File: src/design/wsdfr_pkg.sv
// Shared types and constants for the WebSocket frame deframer.
// Holds the result record carried between the parser, the queue and the output stage.
// No dependencies.
package wsdfr_pkg;

    localparam int LEN_W   = 24;
    localparam int LIM_W   = 25;
    localparam int Q_DEPTH = 4;
    localparam int Q_PTR_W = $clog2(Q_DEPTH);
    localparam int Q_CNT_W = $clog2(Q_DEPTH + 1);

    localparam logic [LIM_W-1:0] LIMIT_RESET = LIM_W'(1) << LEN_W;

    localparam logic [1:0] KIND_HEADER  = 2'd0;
    localparam logic [1:0] KIND_PAYLOAD = 2'd1;
    localparam logic [1:0] KIND_END     = 2'd2;
    localparam logic [1:0] KIND_ERROR   = 2'd3;

    localparam logic [1:0] ERR_UNMASKED  = 2'd0;
    localparam logic [1:0] ERR_TOO_LARGE = 2'd1;
    localparam logic [1:0] ERR_HEADER    = 2'd2;
    localparam logic [1:0] ERR_PAYLOAD   = 2'd3;

    typedef struct packed {
        logic [1:0]       kind;
        logic [3:0]       opcode;
        logic             fin;
        logic [LEN_W-1:0] length;
        logic [7:0]       data;
        logic [7:0]       key;
        logic             last;
        logic [1:0]       error_code;
    } t_rec;

endpackage

File: src/design/wsdfr_front.sv
// Front part of the deframer: accepts stream words, parses frame headers and
// turns header, payload, end and error events into result records for the queue.
// Depends on wsdfr_pkg.
module wsdfr_front (
    input  logic                     i_clk,
    input  logic                     i_rst_n,
    input  logic                     i_in_valid,
    output logic                     o_in_stall,
    input  logic                     i_action,
    input  logic [7:0]               i_data_byte,
    input  logic                     i_cfg_we,
    input  logic [wsdfr_pkg::LIM_W-1:0] i_cfg_data,
    input  logic                     i_q_full,
    output logic                     o_push,
    output wsdfr_pkg::t_rec          o_rec
);
    import wsdfr_pkg::*;

    localparam logic [2:0] PH_IDLE    = 3'd0;
    localparam logic [2:0] PH_SECOND  = 3'd1;
    localparam logic [2:0] PH_EXTLEN  = 3'd2;
    localparam logic [2:0] PH_KEY     = 3'd3;
    localparam logic [2:0] PH_PAYLOAD = 3'd4;
    localparam logic [2:0] PH_DISCARD = 3'd5;

    logic [2:0]       r_phase, n_phase;
    logic             r_fin, n_fin;
    logic [3:0]       r_op, n_op;
    logic             r_masked, n_masked;
    logic [LEN_W-1:0] r_len, n_len;
    logic             r_high, n_high;
    logic [2:0]       r_cnt, n_cnt;
    logic [31:0]      r_key, n_key;
    logic [LEN_W-1:0] r_pos, n_pos;
    logic [LIM_W-1:0] r_limit;

    logic       accept;
    logic       len_known;
    logic       hdr_emit;
    logic [7:0] key_byte;
    logic       pay_last;

    assign o_in_stall = i_q_full;
    assign accept     = i_in_valid && !i_q_full;

    always_comb begin
        case (r_pos[1:0])
            2'd0:    key_byte = r_key[31:24];
            2'd1:    key_byte = r_key[23:16];
            2'd2:    key_byte = r_key[15:8];
            default: key_byte = r_key[7:0];
        endcase
        pay_last = ({1'b0, r_pos} + (LEN_W+1)'(1)) >= {1'b0, r_len};
    end

    always_comb begin
        n_phase   = r_phase;
        n_fin     = r_fin;
        n_op      = r_op;
        n_masked  = r_masked;
        n_len     = r_len;
        n_high    = r_high;
        n_cnt     = r_cnt;
        n_key     = r_key;
        n_pos     = r_pos;
        o_push    = 1'b0;
        o_rec     = '0;
        len_known = 1'b0;
        hdr_emit  = 1'b0;

        if (accept) begin
            if (i_action) begin
                case (r_phase)
                    PH_IDLE: begin
                        o_push    = 1'b1;
                        o_rec.kind = KIND_END;
                    end
                    PH_SECOND, PH_EXTLEN, PH_KEY: begin
                        o_push           = 1'b1;
                        o_rec.kind       = KIND_ERROR;
                        o_rec.last       = 1'b1;
                        o_rec.error_code = ERR_HEADER;
                        n_phase          = PH_IDLE;
                    end
                    PH_PAYLOAD: begin
                        o_push           = 1'b1;
                        o_rec.kind       = KIND_ERROR;
                        o_rec.last       = 1'b1;
                        o_rec.error_code = ERR_PAYLOAD;
                        n_phase          = PH_IDLE;
                    end
                    default: begin
                        n_phase = PH_IDLE;
                    end
                endcase
            end else begin
                case (r_phase)
                    PH_IDLE: begin
                        n_fin    = i_data_byte[7];
                        n_op     = i_data_byte[3:0];
                        n_masked = 1'b0;
                        n_len    = '0;
                        n_high   = 1'b0;
                        n_key    = '0;
                        n_pos    = '0;
                        n_phase  = PH_SECOND;
                    end
                    PH_SECOND: begin
                        n_masked = i_data_byte[7];
                        if (!i_data_byte[7] && (i_data_byte[6:0] != 7'd0)) begin
                            o_push           = 1'b1;
                            o_rec.kind       = KIND_ERROR;
                            o_rec.last       = 1'b1;
                            o_rec.error_code = ERR_UNMASKED;
                            n_phase          = PH_DISCARD;
                        end else if (i_data_byte[6:0] == 7'd126) begin
                            n_len   = '0;
                            n_high  = 1'b0;
                            n_cnt   = 3'd1;
                            n_phase = PH_EXTLEN;
                        end else if (i_data_byte[6:0] == 7'd127) begin
                            n_len   = '0;
                            n_high  = 1'b0;
                            n_cnt   = 3'd7;
                            n_phase = PH_EXTLEN;
                        end else begin
                            n_len     = LEN_W'(i_data_byte[6:0]);
                            n_high    = 1'b0;
                            len_known = 1'b1;
                        end
                    end
                    PH_EXTLEN: begin
                        n_len  = {r_len[LEN_W-9:0], i_data_byte};
                        n_high = r_high || (r_len[LEN_W-1:LEN_W-8] != 8'd0);
                        if (r_cnt == 3'd0) begin
                            len_known = 1'b1;
                        end else begin
                            n_cnt = r_cnt - 3'd1;
                        end
                    end
                    PH_KEY: begin
                        n_key = {r_key[23:0], i_data_byte};
                        if (r_cnt == 3'd0) begin
                            hdr_emit = 1'b1;
                        end else begin
                            n_cnt = r_cnt - 3'd1;
                        end
                    end
                    PH_PAYLOAD: begin
                        o_push       = 1'b1;
                        o_rec.kind   = KIND_PAYLOAD;
                        o_rec.opcode = r_op;
                        o_rec.fin    = r_fin;
                        o_rec.length = r_len;
                        o_rec.data   = i_data_byte;
                        o_rec.key    = key_byte;
                        o_rec.last   = pay_last;
                        n_pos        = r_pos + LEN_W'(1);
                        if (pay_last) begin
                            n_phase = PH_IDLE;
                        end
                    end
                    default: begin
                    end
                endcase

                // Once the length is complete it is checked, then the key follows
                // or, for an unmasked empty frame, the header goes out at once.
                if (len_known) begin
                    if (n_high || ({1'b0, n_len} >= r_limit)) begin
                        o_push           = 1'b1;
                        o_rec.kind       = KIND_ERROR;
                        o_rec.last       = 1'b1;
                        o_rec.error_code = ERR_TOO_LARGE;
                        n_phase          = PH_DISCARD;
                    end else if (n_masked) begin
                        n_cnt   = 3'd3;
                        n_key   = '0;
                        n_phase = PH_KEY;
                    end else begin
                        hdr_emit = 1'b1;
                    end
                end

                if (hdr_emit) begin
                    o_push       = 1'b1;
                    o_rec.kind   = KIND_HEADER;
                    o_rec.opcode = r_op;
                    o_rec.fin    = r_fin;
                    o_rec.length = n_len;
                    o_rec.last   = (n_len == '0);
                    n_pos        = '0;
                    n_phase      = (n_len == '0) ? PH_IDLE : PH_PAYLOAD;
                end
            end
        end
    end

    always_ff @(posedge i_clk) begin
        if (!i_rst_n) begin
            r_phase  <= PH_IDLE;
            r_fin    <= 1'b0;
            r_op     <= '0;
            r_masked <= 1'b0;
            r_len    <= '0;
            r_high   <= 1'b0;
            r_cnt    <= '0;
            r_key    <= '0;
            r_pos    <= '0;
            r_limit  <= LIMIT_RESET;
        end else begin
            r_phase  <= n_phase;
            r_fin    <= n_fin;
            r_op     <= n_op;
            r_masked <= n_masked;
            r_len    <= n_len;
            r_high   <= n_high;
            r_cnt    <= n_cnt;
            r_key    <= n_key;
            r_pos    <= n_pos;
            if (i_cfg_we) begin
                r_limit <= i_cfg_data;
            end
        end
    end

`ifndef NO_ASSERTIONS
    a_payload_bounds: assert property (@(posedge i_clk) disable iff (!i_rst_n)
        (r_phase == PH_PAYLOAD) |-> ((r_len != '0) && !r_high && (r_pos < r_len)))
        else $error("payload phase with inconsistent length or position");

    a_key_needs_mask: assert property (@(posedge i_clk) disable iff (!i_rst_n)
        (r_phase == PH_KEY) |-> r_masked)
        else $error("key phase entered for an unmasked frame");

    a_no_push_stalled: assert property (@(posedge i_clk) disable iff (!i_rst_n)
        o_push |-> (i_in_valid && !i_q_full))
        else $error("record pushed without an accepted word");
`endif

endmodule

File: src/design/wsdfr_queue.sv
// Short record queue between the parser and the output stage.
// Depends on wsdfr_pkg.
module wsdfr_queue (
    input  logic            i_clk,
    input  logic            i_rst_n,
    input  logic            i_push,
    input  wsdfr_pkg::t_rec i_rec,
    output logic            o_full,
    output logic            o_valid,
    input  logic            i_pop,
    output wsdfr_pkg::t_rec o_rec
);
    import wsdfr_pkg::*;

    t_rec               r_mem [Q_DEPTH];
    logic [Q_PTR_W-1:0] r_wr, n_wr;
    logic [Q_PTR_W-1:0] r_rd, n_rd;
    logic [Q_CNT_W-1:0] r_count, n_count;
    logic               do_push;
    logic               do_pop;

    assign o_full  = (r_count == Q_CNT_W'(Q_DEPTH));
    assign o_valid = (r_count != '0);
    assign o_rec   = r_mem[r_rd];
    assign do_push = i_push && !o_full;
    assign do_pop  = i_pop && o_valid;

    always_comb begin
        n_wr    = do_push ? r_wr + Q_PTR_W'(1) : r_wr;
        n_rd    = do_pop ? r_rd + Q_PTR_W'(1) : r_rd;
        n_count = r_count;
        if (do_push && !do_pop) begin
            n_count = r_count + Q_CNT_W'(1);
        end else if (do_pop && !do_push) begin
            n_count = r_count - Q_CNT_W'(1);
        end
    end

    always_ff @(posedge i_clk) begin
        if (!i_rst_n) begin
            r_wr    <= '0;
            r_rd    <= '0;
            r_count <= '0;
        end else begin
            r_wr    <= n_wr;
            r_rd    <= n_rd;
            r_count <= n_count;
        end
    end

    always_ff @(posedge i_clk) begin
        if (do_push) begin
            r_mem[r_wr] <= i_rec;
        end
    end

`ifndef NO_ASSERTIONS
    a_count_bound: assert property (@(posedge i_clk) disable iff (!i_rst_n)
        r_count <= Q_CNT_W'(Q_DEPTH))
        else $error("queue count beyond depth");

    a_count_up: assert property (@(posedge i_clk) disable iff (!i_rst_n)
        (do_push && !do_pop) |=> (r_count == $past(r_count) + Q_CNT_W'(1)))
        else $error("queue count did not follow a push");

    a_no_lost_push: assert property (@(posedge i_clk) disable iff (!i_rst_n)
        !(i_push && o_full))
        else $error("record pushed into a full queue");
`endif

endmodule

File: src/design/wsdfr_back.sv
// Back part of the deframer: takes records from the queue, unmasks payload
// bytes and holds the result word in the output register. Depends on wsdfr_pkg.
module wsdfr_back (
    input  logic                      i_clk,
    input  logic                      i_rst_n,
    input  logic                      i_q_valid,
    input  wsdfr_pkg::t_rec           i_q_rec,
    output logic                      o_q_pop,
    output logic                      o_out_valid,
    input  logic                      i_out_stall,
    output logic [1:0]                o_kind,
    output logic [3:0]                o_opcode,
    output logic                      o_fin,
    output logic [wsdfr_pkg::LEN_W-1:0] o_payload_length,
    output logic [7:0]                o_payload_byte,
    output logic                      o_last,
    output logic [1:0]                o_error_code
);
    import wsdfr_pkg::*;

    logic r_valid, n_valid;
    t_rec r_rec, n_rec;

    assign o_q_pop = i_q_valid && (!r_valid || !i_out_stall);
    assign n_valid = o_q_pop || (r_valid && i_out_stall);

    always_comb begin
        n_rec      = i_q_rec;
        n_rec.data = i_q_rec.data ^ i_q_rec.key;
        n_rec.key  = '0;
    end

    always_ff @(posedge i_clk) begin
        if (!i_rst_n) begin
            r_valid <= 1'b0;
        end else begin
            r_valid <= n_valid;
        end
    end

    always_ff @(posedge i_clk) begin
        if (o_q_pop) begin
            r_rec <= n_rec;
        end
    end

    assign o_out_valid      = r_valid;
    assign o_kind           = r_rec.kind;
    assign o_opcode         = r_rec.opcode;
    assign o_fin            = r_rec.fin;
    assign o_payload_length = r_rec.length;
    assign o_payload_byte   = r_rec.data;
    assign o_last           = r_rec.last;
    assign o_error_code     = r_rec.error_code;

endmodule

File: src/design/websocket_frame_deframer.sv
// Top level of the WebSocket frame deframer: parser, record queue and output stage.
// Depends on wsdfr_pkg, wsdfr_front, wsdfr_queue and wsdfr_back.
//
//   channel   direction  handshake                  payload
//   input     in         i_in_valid / o_in_stall    i_action, i_data_byte
//   result    out        o_out_valid / i_out_stall  o_kind .. o_error_code
//   config    in         i_cfg_we                   i_cfg_data (payload limit)
//
// One stream word is taken per cycle while the input is not stalled; each gives at most one result word.
// A result word is first written into the record queue and then loaded into the output register
// once that register is empty or not held by i_out_stall.
// The input stalls only while the four-entry record queue is full.
// Reset is synchronous and active low and needs no clearing pass.
module websocket_frame_deframer (
    input  logic                      i_clk,
    input  logic                      i_rst_n,
    input  logic                      i_in_valid,
    output logic                      o_in_stall,
    input  logic                      i_action,
    input  logic [7:0]                i_data_byte,
    input  logic                      i_cfg_we,
    input  logic [wsdfr_pkg::LIM_W-1:0] i_cfg_data,
    output logic                      o_out_valid,
    input  logic                      i_out_stall,
    output logic [1:0]                o_kind,
    output logic [3:0]                o_opcode,
    output logic                      o_fin,
    output logic [wsdfr_pkg::LEN_W-1:0] o_payload_length,
    output logic [7:0]                o_payload_byte,
    output logic                      o_last,
    output logic [1:0]                o_error_code
);
    import wsdfr_pkg::*;

    logic q_full;
    logic q_push;
    logic q_valid;
    logic q_pop;
    t_rec push_rec;
    t_rec head_rec;

    wsdfr_front u_front (
        .i_clk       (i_clk),
        .i_rst_n     (i_rst_n),
        .i_in_valid  (i_in_valid),
        .o_in_stall  (o_in_stall),
        .i_action    (i_action),
        .i_data_byte (i_data_byte),
        .i_cfg_we    (i_cfg_we),
        .i_cfg_data  (i_cfg_data),
        .i_q_full    (q_full),
        .o_push      (q_push),
        .o_rec       (push_rec)
    );

    wsdfr_queue u_queue (
        .i_clk   (i_clk),
        .i_rst_n (i_rst_n),
        .i_push  (q_push),
        .i_rec   (push_rec),
        .o_full  (q_full),
        .o_valid (q_valid),
        .i_pop   (q_pop),
        .o_rec   (head_rec)
    );

    wsdfr_back u_back (
        .i_clk            (i_clk),
        .i_rst_n          (i_rst_n),
        .i_q_valid        (q_valid),
        .i_q_rec          (head_rec),
        .o_q_pop          (q_pop),
        .o_out_valid      (o_out_valid),
        .i_out_stall      (i_out_stall),
        .o_kind           (o_kind),
        .o_opcode         (o_opcode),
        .o_fin            (o_fin),
        .o_payload_length (o_payload_length),
        .o_payload_byte   (o_payload_byte),
        .o_last           (o_last),
        .o_error_code     (o_error_code)
    );

endmodule
File: config.mk
export PLATFORM = sky130hd
export DESIGN_NAME = websocket_frame_deframer
export DESIGN_NICKNAME = d
export VERILOG_FILES = /design/src/design/wsdfr_pkg.sv /design/src/design/wsdfr_front.sv /design/src/design/wsdfr_queue.sv /design/src/design/wsdfr_back.sv /design/src/design/websocket_frame_deframer.sv
export SDC_FILE = /design/constraint.sdc
export NUM_CORES = 1
export LEC_CHECK = 0
export BUFFER_PORTS_ARGS = -buffer_cell sky130_fd_sc_hd__buf_4
export CAP_MARGIN = 40
export CORE_MARGIN = 2
export CORE_UTILIZATION = 30
export CTS_CLUSTER_DIAMETER = 40
export DETAILED_ROUTE_END_ITERATION = 8
export MAX_ROUTING_LAYER = met4
export PLACE_DENSITY_LB_ADDON = 0.2
export SLEW_MARGIN = 30
export SYNTH_ARGS = -nofsm -noshare
export SYNTH_HDL_FRONTEND = slang
export SYNTH_SLANG_ARGS = --single-unit
export TNS_END_PERCENT = 20
File: constraint.sdc
create_clock -name i_clk -period 6.9 [get_ports i_clk]
set_input_delay 0.345 -clock i_clk [delete_from_list [all_inputs] [get_ports i_clk]]
set_output_delay 0.345 -clock i_clk [all_outputs]
set_load 0.01 [all_outputs]
* Word-level counts from Yosys, hierarchy flattened
Memory sizes are Yosys's and may differ from the RTL's. A register that Yosys moved wholly into a read port is not among the register bits.
Cells that the tools add are included.
** Operators by class
- Add/subtract/negate cells :: 7
- Magnitude comparators :: 2
- Equal/unequal tests :: 10
- Muxes and demuxes :: 85
- Bitwise operators :: 2
- Reduce and logical (&&, ||, !) cells :: 35
** Operator list (number)
- 24-bit two-way mux :: 5
- 32-bit two-way mux :: 3
- 45-bit two-way mux :: 2
- 3-bit two-way mux :: 24
- 24-bit one-hot mux with 3 select lines :: 1
- 32-bit one-hot mux with 2 select lines :: 1
- 50-bit two-way mux :: 1
- 24-bit one-hot mux with 2 select lines :: 1
- 31-bit two-way mux :: 1
- 1-bit two-way mux :: 27
- 24-bit by 1-bit adder with 25-bit output, second input constant :: 1
- 24-bit by 25-bit >= comparator with 1-bit output :: 1
- 25-bit by 24-bit >= comparator with 1-bit output :: 1
- 24-bit by 1-bit adder with 24-bit output, second input constant :: 1
- 24-bit logical NOT :: 1
- 8-bit one-hot mux with 3 select lines :: 1
- 7-bit equality test, second input constant :: 2
- 2-bit two-way mux :: 7
- 3-bit one-hot mux with 2 select lines :: 2
- 3-bit one-hot mux with 3 select lines :: 1
- 1-bit logical AND :: 8
- 1-bit one-hot mux with 2 select lines :: 4
- 2-bit one-hot mux with 2 select lines :: 2
- 8-bit nonzero test :: 1
- 26 further kinds :: 42
** Word-level totals
- Register bits :: 168
- RAM bits :: 200
- Input port bits :: 39
- Output and inout bits :: 44
- Logic and storage cells :: 163
- Memories kept :: 1
** Memories
- u_queue.r_mem :: words 4, bits a word 50, rd ports 1, clocked after memory_dff 1, wr ports 1, line wsdfr_queue.sv:15 : t_rec r_mem [Q_DEPTH];

* Logic depth before layout (Yosys ltp)
- Depth after elaboration :: 21
- Gate-level depth with buffers :: 20
- Depth with buffers taken out :: 19

* Cells and area by module
From an unflattened synthesis, not the netlist that was laid out.
** Second synthesis, totals
- Cell total of the unflattened synthesis :: 1262
- Area total of the unflattened synthesis :: 16500.8 sq um
** By module, submodules not included
- wsdfr_queue :: times used 1, cells each 310, area each 7756.2 sq um, seq. area each 6185.9 sq um
- wsdfr_front :: times used 1, cells each 898, area each 7374.6 sq um, seq. area each 2362.3 sq um
- wsdfr_back :: times used 1, cells each 54, area each 1370.1 sq um, seq. area each 1281.2 sq um

* Worst setup path before layout
No wires, ideal clock.
- Path type :: register to register
- Start point :: register u_front.r_phase[1]
- End point :: memory u_queue.r_mem[0][0] (netlist bit) (enable)
- Library setup time :: 0.530 ns
- Arrival :: 6.997 ns
- Slack :: -0.626 ns
- Cell stages (with the launch flop) :: 15
- Period minus slack after synthesis :: 7.526 ns
- Cells stage by stage :: dfxtp_1 -> buf_2 -> or3b_2 -> a211oi_4 -> or2_2 -> clkbuf_1 -> o2bb2ai_1 -> ha_1 -> nand4b_1 -> nor4_1 -> o2111ai_1 -> o21a_1 -> a31o_2 -> and3_1 -> nor3b_1
** Between the ends
- Cells in the longest elaborated chain, start to end :: 16
** RTL lines
- from (decl) :: line wsdfr_front.sv:26 : logic [2:0] r_phase, n_phase;
- from (signal assigned) :: line wsdfr_front.sv:212 : r_phase <= n_phase;
- 3-bit by 2-bit equality test with 1-bit output, or another cell as far along :: line wsdfr_front.sv:73, wsdfr_front.sv:97
- 24-bit one-hot mux with 3 select lines :: line wsdfr_front.sv:97 : case (r_phase)
- 24-bit two-way mux :: line wsdfr_front.sv:72 : if (i_action) begin
- 24-bit two-way mux :: line wsdfr_front.sv:71 : if (accept) begin
- 24-bit by 25-bit >= comparator with 1-bit output :: line wsdfr_front.sv:170 : if (n_high || ({1'b0, n_len} >= r_limit)) begin
- 1-bit logical OR :: line wsdfr_front.sv:170
- 1-bit two-way mux :: line wsdfr_front.sv:170
- 1-bit two-way mux :: line wsdfr_front.sv:169 : if (len_known) begin
- 1-bit two-way mux :: line wsdfr_front.sv:72
- 1-bit two-way mux :: line wsdfr_front.sv:71
- 1-bit two-way mux :: line wsdfr_front.sv:185 : if (hdr_emit) begin
- 1-bit two-way mux * :: line wsdfr_front.sv:72
- 1-bit two-way mux * :: line wsdfr_front.sv:71
- 1-bit logical AND * :: line wsdfr_queue.sv:25 : assign do_push = i_push && !o_full;
- 1-bit two-way mux * :: line wsdfr_queue.sv:52 : if (do_push) begin
- 1-bit two-way mux (not written as such) * :: line wsdfr_queue.sv:53 : r_mem[r_wr] <= i_rec;
- to (decl) :: line wsdfr_queue.sv:15
Mark *: on every way between the ends. The rest lies on a longest branch, timed or not. The select of a mux whose other input is x is not followed.

* Worst setup path after layout
- Start point :: register u_front.r_phase[0]
- End point :: register u_queue.r_count[2]
** Between the ends
- Cells in the longest elaborated chain, start to end :: 17
** RTL lines
- 3-bit by 2-bit equality test with 1-bit output, or another cell as far along :: line wsdfr_front.sv:73, wsdfr_front.sv:97
- 24-bit one-hot mux with 3 select lines :: line wsdfr_front.sv:97
- 24-bit two-way mux :: line wsdfr_front.sv:72
- 24-bit two-way mux :: line wsdfr_front.sv:71
- 24-bit by 25-bit >= comparator with 1-bit output :: line wsdfr_front.sv:170
- 1-bit logical OR :: line wsdfr_front.sv:170
- 1-bit two-way mux :: line wsdfr_front.sv:170
- 1-bit two-way mux :: line wsdfr_front.sv:169
- [2 not listed]
- 1-bit two-way mux :: line wsdfr_front.sv:185
- 1-bit two-way mux * :: line wsdfr_front.sv:72
- 1-bit two-way mux * :: line wsdfr_front.sv:71
- 1-bit logical AND * :: line wsdfr_queue.sv:25
- named net u_queue.do_push :: line wsdfr_queue.sv:19 : logic do_push;
- 1-bit logical NOT :: line wsdfr_queue.sv:34 : end else if (do_pop && !do_push) begin
- 1-bit logical AND :: line wsdfr_queue.sv:34
- 2-bit nonzero test (no source line)
- to (signal assigned) :: line wsdfr_queue.sv:47 : r_count <= n_count;
- to (decl) :: line wsdfr_queue.sv:18 : logic [Q_CNT_W-1:0] r_count, n_count;
The timed path passes the listed nets; every way through them passes the cells marked *. The select of a mux whose other input is x is not followed.
A chain may end at the register's enable or synchronous reset.

==> flow_summary.ini <==
[drt]
drc = 0
routed_wl_um = 41500
firstDrtPassIters = 6
routedWlPerCell_um = 19.4
drt_iter0_drc = 753
via_per_inst = 5.05
final_antenna_net_count = 0
vias = 10800

[final_layout]
layout.area.seq_sq_mm = 0.00983
fill_cells = 5129
finalNonFillerCells = 2138
nNetsFinal = 1494
multi_input_area_sq_mm = 0.00606
drive_gt1_share_pct = 17.9
area_delta_synth_final_pct = 20.6

[global_route]
grt_pass1_vias = 10700
grt_start_max_net_pins = 62
antenna_found_initial = 4
track_usage_pct = 15.1
grt-ovfl-total = 0
grt_pass1_wl_um = 63300

[floorplanning]
core_area_sq_mm = 0.0539
ios = 83
row_count = 85
die-area_sq_mm = 0.0565
die_width_um = 238
die-height_um = 238
start_util_pct = 30.4

[clock_tree]
cts_buffer_depth = 3
cts-buffers-inserted = 51
clock_latency_ns = 0.59
cts_sinks = 370
clk_pin_slew_ns = 0.06
cts_root_buf = clkbuf_16
cts_resized = 0
htree_levels = 2
cts_tree = done

[worst_setup_path]
critPathSlowestCell = dfxtp_1
critPathMaxStageDelay_ns = 0.71
path_class = register to register
path_max_fanout = 20
worstReg2RegStart = u_front.r_phase[0]$_SDFFE_PN0P_
end_kind = register
required_ns = 7.41
worstSetupStartpointType = register
crit_start = u_front.r_phase[0]$_SDFFE_PN0P_
path_common_cell = ha_1
path_cells = or3b_2, a211oi_4, or2_2, o2bb2ai_1, ha_1, nand4b_1, nor4_1, o2111ai_1, o21a_1, a31o_2, and3_1, nor2_1, ha_1, inv_1, fa_1, xor2_1, or3_1, a21oi_1
cp_data_arrival_time_ns = 6.20

[synthesis]
synth-warning-count = 0
synth_top_family_by_area = compound AO/OA/AOI/OAI gates
synth_top_area_cell = edfxtp_1
synth_cell_types = 62
ys_async_sr_fraction_pct = 0
syn_area_sq_mm = 0.0164
syn_inst = 1290
synth_top_area_share_pct = 44.4
ys_seq_area_share_pct = 60.0
muxShareOfSynthArea_pct = 7.73
synthSimpleGateAreaFrac_pct = 8.92
yosys-top-cells-count = 242 x edfxtp_1, 146 x nor2_1, 128 x dfxtp_1
synthAdderAreaFrac_pct = 4.63
syn_avg_cell_area_sq_um = 12.7
synth_edf_count = 242
ys_ff_latch = 370
ys.flop_type = edfxtp_1
synthXorXnorAreaFrac_pct = 3.16
synth_most_common_cell = edfxtp_1
synth_nets = 1389
synthTopCellsByArea = edfxtp_1 44%, dfxtp_1 16%, mux4_2 5.8%
synth_compound_area_share_pct = 12.3

[sta]
rsz0062_at_grt = false
fin_crit_sh_pct = 82.5
slew_viol_final = 0
fmax_ghz = 0.176
final-hold-violation-count = 0
relSlewSlack_pct = 42.3
worst_pin_slew_ns = 0.863
tns_ns = 0
setup_viol = 0
finClkSkew_ns = 0.0364
whs_ns = 0.0389
period_needed_ns = 5.69

[placed_design]
hpwl_um = 27500
placed_cells = 2012
io_buffers = 82
place_congestion = 0.865

[run_status]
outcome = finished clean

[run]
cap_violations = 0

[worst_hold_path]
worstHoldPathType = input pin to register
min_from = i_out_stall

[pwr]
leakage_nw = 7.18
ir_drop_v = 0.000156
power_per_cell_area_mw_per_mm2 = 333
==> final timing paths <==
kind                                     end  slack (ns)  cells after the start
max          u_queue.r_count[2]$_SDFFE_PN0P_        1.21                     18
min            u_back.o_out_valid$_SDFF_PN0_        0.04                      3
max reg2reg  u_queue.r_count[2]$_SDFFE_PN0P_        1.21                     18
min reg2reg   u_front.r_key[28]$_SDFFE_PN0P_        0.48                      1
==> registers in the layout, indices dropped and copies added, names as in the netlist, 3 cells and up, named ones only <==
register,flops
u_queue.r_mem,200
u_front.r_key,32
u_front.r_limit,25
u_back.o_payload_length,24
u_front.r_len,24
u_front.r_pos,24
u_back.o_payload_byte,8
u_back.o_opcode,4
u_front.r_op,4
u_front.r_cnt,3
u_front.r_phase,3
u_queue.r_count,3
==> timing repair <==
action / 4_1_cts / 5_1_grt
buffers inserted: 0 / 0
endpoints found under the hold margin: 25 / 0
hold buffers: 25 / 0
==> where the power goes <==
part | leakage [nW] | internal (mW) | switching [mW]
registers | 3.37 | 2.70 | 0.136
clock network | 0.840 | 1.53 | 1.05
logic | 2.97 | 0.513 | 0.650
total | 7.18 | 4.73 | 1.84
==> worst max-delay path, delay by kind of cell (launching register included) <==
kind | cells | cell delay (ns)
AOI/OAI and AO/OA | 6 | 1.58
xor gates and xnor gates | 1 | 0.17
DFF | 1 | 0.71
buffers and inverters | 1 | 0.06
adders and majority gates | 3 | 0.74
and+or+nand+nor | 7 | 2.32
==> layout make-up <==
| class | count | share of cell area (%) |
|---|---|---|
| flip-flops and latches | 370 | 49.8 |
| multi-input cells | 780 | 30.7 |
| clock buffers | 61 | 6.91 |
| repair buffers | 127 | 5.18 |
| well taps | 696 | 4.41 |
| clock inverters | 35 | 1.68 |
| inverters | 65 | 1.25 |
| diodes | 4 | 0.0507 |
==> routing by layer <==
metal	vias to the layer above	track usage, %	part of all wire, %
met5	-	-	0
met4	0	5.57	3.1
met3	80	3.38	5.7
met2	292	23.8	46
met1	5290	19.1	45
li1	5125	-	-
==> cell usage in the layout, fill, tap and decap left out, types with 32 or more instances in the layout <==
| cell | count |
|---|---|
| edfxtp_1 | 242 |
| nor2_1 | 144 |
| dfxtp_1 | 126 |
| buf_4 | 101 |
| inv_1 | 64 |
| ha_1 | 59 |
| a21oi_1 | 55 |
| clkbuf_16 | 52 |
| a22o_1 | 51 |
| xor2_1 | 44 |
| mux4_2 | 42 |
| nand2_1 | 41 |
| o21ai_0 | 34 |
| mux2i_1 | 32 |
==> metrics by stage <==
stage               utilization (%)  power [mW]  worst slack, ns  cell area, sq um
global route                   36.6        6.88            0.897             19700
floorplan                         -        3.56           -0.626             16400
CTS                            36.6        6.68             1.27             19700
finish                         36.6        6.57             1.21             19700
global placement               32.9        4.05             1.46             17800
detailed placement             33.0        4.06             1.29             17800
==> cells by family (layout without fill, tap and decap cells) <==
| group | Yosys count | in the layout |
|---|---|---|
| xor+xnor | 59 | 59 |
| compound gates | 279 | 279 |
| buf+inv | 140 | 288 |
| fa+ha+maj | 60 | 60 |
| mux | 74 | 74 |
| other cells | 0 | 4 |
| simple gates | 308 | 308 |
| flops | 370 | 370 |
(Power assumes the default switching activity.)
